**config.mk**
```make
export PLATFORM = sky130hd
export DESIGN_NAME = lpf_ctrl
export DESIGN_NICKNAME = d
export VERILOG_FILES = /design/src/rtl/lpf_pkg.sv /design/src/rtl/lpf_ctrl.sv
export SDC_FILE = /design/constraint.sdc
export NUM_CORES = 1
export LEC_CHECK = 0
export ABC_AREA = 1
export BUFFER_PORTS_ARGS = -buffer_cell sky130_fd_sc_hd__buf_2
export CAP_MARGIN = 25
export CORE_AREA = 10 10 47 49
export CTS_BUF_LIST = sky130_fd_sc_hd__clkbuf_8
export DETAILED_ROUTE_END_ITERATION = 10
export DIE_AREA = 0 0 57 59
export GPL_TIMING_DRIVEN = 0
export SLEW_MARGIN = 25
export SYNTH_ARGS = -nofsm -noshare
export SYNTH_HDL_FRONTEND = slang
export SYNTH_SLANG_ARGS = --single-unit
```
**constraint.sdc**
```tcl
create_clock -name clk -period 1.1 [get_ports clk]
set_input_delay 0.22 -clock clk [delete_from_list [all_inputs] [get_ports clk]]
set_output_delay 0.22 -clock clk [all_outputs]
set_load 0.1 [all_outputs]
```
**src/rtl/lpf_pkg.sv**
```systemverilog
// lex parse factorizer: shared types and constants
// controller command and status structs, field widths, op, register and direction codes
// no dependencies
`default_nettype none

package lpf_pkg;

	localparam int BYTE_W  = 8;
	localparam int ENTRY_W = 12;
	localparam int LEN_W   = 13;
	localparam int APB_AW  = 3;
	localparam int APB_DW  = 32;

	// input op codes
	localparam logic OP_LOAD   = 1'b0;
	localparam logic OP_FACTOR = 1'b1;

	// register index taken from paddr[2]
	localparam logic REG_DIRECTION = 1'b0;

	// neighbour direction codes
	localparam logic DIR_PREV = 1'b0;
	localparam logic DIR_NEXT = 1'b1;

	typedef struct packed {
		logic load;       // write one index, update length
		logic issue;      // read rank and char at parse position
		logic rank;       // read both suffix entries, latch char
		logic cmp_start;  // start extension at the two suffixes
		logic cmp_step;   // one character compare
		logic fin;        // load result register, advance position
	} lpf_cmd_t;

	typedef struct packed {
		logic at_end;     // parse position reached the length
		logic cmp_go;     // neighbour exists and both suffixes in range
		logic match;      // current character pair is equal
		logic next_ok;    // next character pair lies inside the text
	} lpf_status_t;

endpackage

`default_nettype wire

```
**src/rtl/lpf_ctrl.sv**
```systemverilog
// lex parse factorizer: controller state machine
// sequences loads and factor requests; depends on lpf_pkg
`default_nettype none

module lpf_ctrl import lpf_pkg::*; (
	input  wire logic        clk,
	input  wire logic        arst_n,
	input  wire logic        in_valid,
	input  wire logic        op,
	input  wire logic        out_stall,
	input  wire lpf_status_t status,
	output lpf_cmd_t         cmd,
	output logic             in_stall,
	output logic             out_valid
);

	typedef enum logic [2:0] {
		S_IDLE,
		S_RANK,
		S_SUFF,
		S_CMP,
		S_FIN
	} state_t;

	state_t state_q;
	logic   out_valid_q;
	logic   accept;
	logic   slot_free;

	assign in_stall  = (state_q != S_IDLE);
	assign out_valid = out_valid_q;
	assign accept    = in_valid && (state_q == S_IDLE);
	assign slot_free = !out_valid_q || !out_stall;

	always_comb begin
		cmd           = '0;
		cmd.load      = accept && (op == OP_LOAD);
		cmd.issue     = accept && (op == OP_FACTOR);
		cmd.rank      = (state_q == S_RANK);
		cmd.cmp_start = (state_q == S_SUFF) && status.cmp_go;
		cmd.cmp_step  = (state_q == S_CMP);
		cmd.fin       = (state_q == S_FIN) && slot_free;
	end

	always_ff @(posedge clk or negedge arst_n) begin
		if (!arst_n) begin
			state_q     <= S_IDLE;
			out_valid_q <= 1'b0;
		end else begin
			// a new result loads, a stalled one holds, a taken one drops
			out_valid_q <= cmd.fin || (out_valid_q && out_stall);
			case (state_q)
				S_IDLE: begin
					if (accept && (op == OP_FACTOR))
						state_q <= status.at_end ? S_FIN : S_RANK;
				end
				S_RANK: state_q <= S_SUFF;
				S_SUFF: state_q <= status.cmp_go ? S_CMP : S_FIN;
				S_CMP: begin
					if (!(status.match && status.next_ok))
						state_q <= S_FIN;
				end
				S_FIN: begin
					if (slot_free)
						state_q <= S_IDLE;
				end
				default: state_q <= S_IDLE;
			endcase
		end
	end

endmodule

`default_nettype wire

```
==> impl_metrics.tcl <==
set metrics [dict create \
    fin_crit_sh_pct 138 \
    io_pins 17 \
    gr-usage-all-layers_pct 6.83 \
    dp_hpwl_um 742 \
    numCtsBuffers 3 \
    tightest_slew_ps 194 \
    dieArea_um2 3360 \
    cp-end-kind "output pin" \
    drv_slew 0 \
    worst_setup_path_start_kind "register" \
    r2r_start "state_q[0]" \
    clk-insertion-delay-late_ps 220 \
    areaGrowthSynthToFinish_pct 139 \
    overflow 0 \
    cts_sinks 4 \
    floorplan.initialDensity_pct 20.4 \
    yosysSeqAreaShare_pct 35.1 \
    die_x_um 57 \
    postRouteWirelength_um 973 \
    synth_top_cell_area_share_pct 35.1 \
    arrival_ps 1300 \
    cts_buffer_depth 2 \
    grt_first_pass_wirelength_um 1750 \
    period_needed_ps 1520 \
    diodes 0 \
    dr.pass1.iters 3 \
    cp-startpoint "state_q[2]" \
    crit_type "reg2out" \
    hold_path.class "in2reg" \
    cts_tree "built" \
    place_inst 76 \
    vias 356 \
    finalNonFillerCells 86 \
    worst_ep_required_time_ps 880 \
    yosysWarnings 0 \
    cp_max_fo 5 \
    clock-skew-final_ps 1.49 \
    cts-root-buf "clkbuf_8" \
    violations "setup timing" \
    worst_slack_ps -419 \
    syn_inst 44 \
    finalHoldWorstSlack_ps 294 \
    outcome "finished with violations" \
    final-hold-violation-count 0 \
    drt_iter0_drc 4 \
    num_rows 14 \
    die_h_um 59 \
    ant_nets 0 \
    antenna_found_initial 0 \
    port_buffers 16 \
    post-route-drc-count 0 \
    layout.nets 81 \
    grt_max_degree 6 \
    synth_cell_type_count 13 \
    synth.area.top_cells "dfrtp_1 (35%), inv_1 (13%), nand2_1 (13%), nand3_1 (8.8%), nor2_2 (8.8%)" \
    slew_headroom_pct 87.0 \
    clkTransAtPathRegs_ps 30 \
    core-area_um2 1400 \
    drv_cap 0 \
    fmax_mhz 658 \
    gp_congestion 0.862 \
    setup_viol 10 \
    avgSynthCellArea_um2 6.48 \
    syn_area_um2 285 \
    yosysTopAreaCell "dfrtp_1" \
    fin_setup_tns_ps -2810 \
    rsz0062_at_grt "true" \
    via_per_inst 4.14 \
    grt_pass1_vias 412 \
    ys_seq_elements 4 \
    h-tree-depth 1 \
    drive_gt1_share_pct 70.0 \
    synthesis.nets 53 \
    routedWlPerCell_um 11.3 \
    post-route-util_pct 48.8 \
    hp-start "out_stall" \
    mostFrequentLayoutCells "buf_2 (8), buf_12 (8), nand2_1 (7)" \
]
[stage by stage]
step | worst slack, ps | cell area, um^2
floorplan | -417 | 349
global placement | -479 | 449
detailed placement | -487 | 449
CTS | -426 | 673
global route | -467 | 683
finish | -419 | 683
[cell usage after synthesis, drive strengths merged]
cell / number
dfrtp: 4
inv: 11
o21ai: 2
a21oi: 1
nor2: 8
nor3: 2
nand3b: 1
nand2: 10
nand3: 5
[logic make-up after synthesis]
group           after synthesis  share of synthesized area (%)
simple gates                 26                           43.9
buf+inv                      11                           14.5
flops                         4                           35.1
compound gates                3                           6.58
[area by class of cell]
cell class | instances | area [um^2]
sequential | 4 | 108
timing repair buffer | 23 | 263
fill | 135 | 718
inverter | 11 | 48.8
tap | 16 | 20.0
multi-input combinational | 29 | 203
clock buffer | 3 | 41.3
[repair_timing]
action	in CTS	in global routing
hold endpoints to repair	4	0
pin swaps	6	2
cloned	0	0
hold buffers	1	0
buffers inserted	5	1
resized for setup	37	1
endpoints found under the setup margin	10	11
[sequential cells by signal (all words and copies together) (netlist names)]
name       flops
state_q        3
out_valid      1
[layer usage]
layer	track usage, %	wire, um	vias to the layer above
met5	0	0	-
met4	7.05	43	0
met3	4.51	107	4
met2	10.4	492	13
met1	5.83	329	155
li1	-	-	184
[path summary, 6_finish.rpt]
| kind | to | slack (ps) | cells past startpoint |
|---|---|---|---|
| max | cmd[4] | -420 | 4 |
| min | out_valid | 290 | 3 |
| max reg2reg | state_q[2] | -90 | 6 |
| min reg2reg | out_valid | 630 | 2 |
| max in group asynchronous | out_valid | 640 | 2 |
| min in group asynchronous | out_valid | 330 | 2 |
[critical path: stages, from the launching register on]
cell and delay, ps:
dfrtp_2 450, nor3_4 220, nand2_2 110, nor2_4 120, buf_12 180
Power is left out: the tool's default activity adds up to more than one toggle a clock period on the data nets, which glitch-free logic cannot reach.
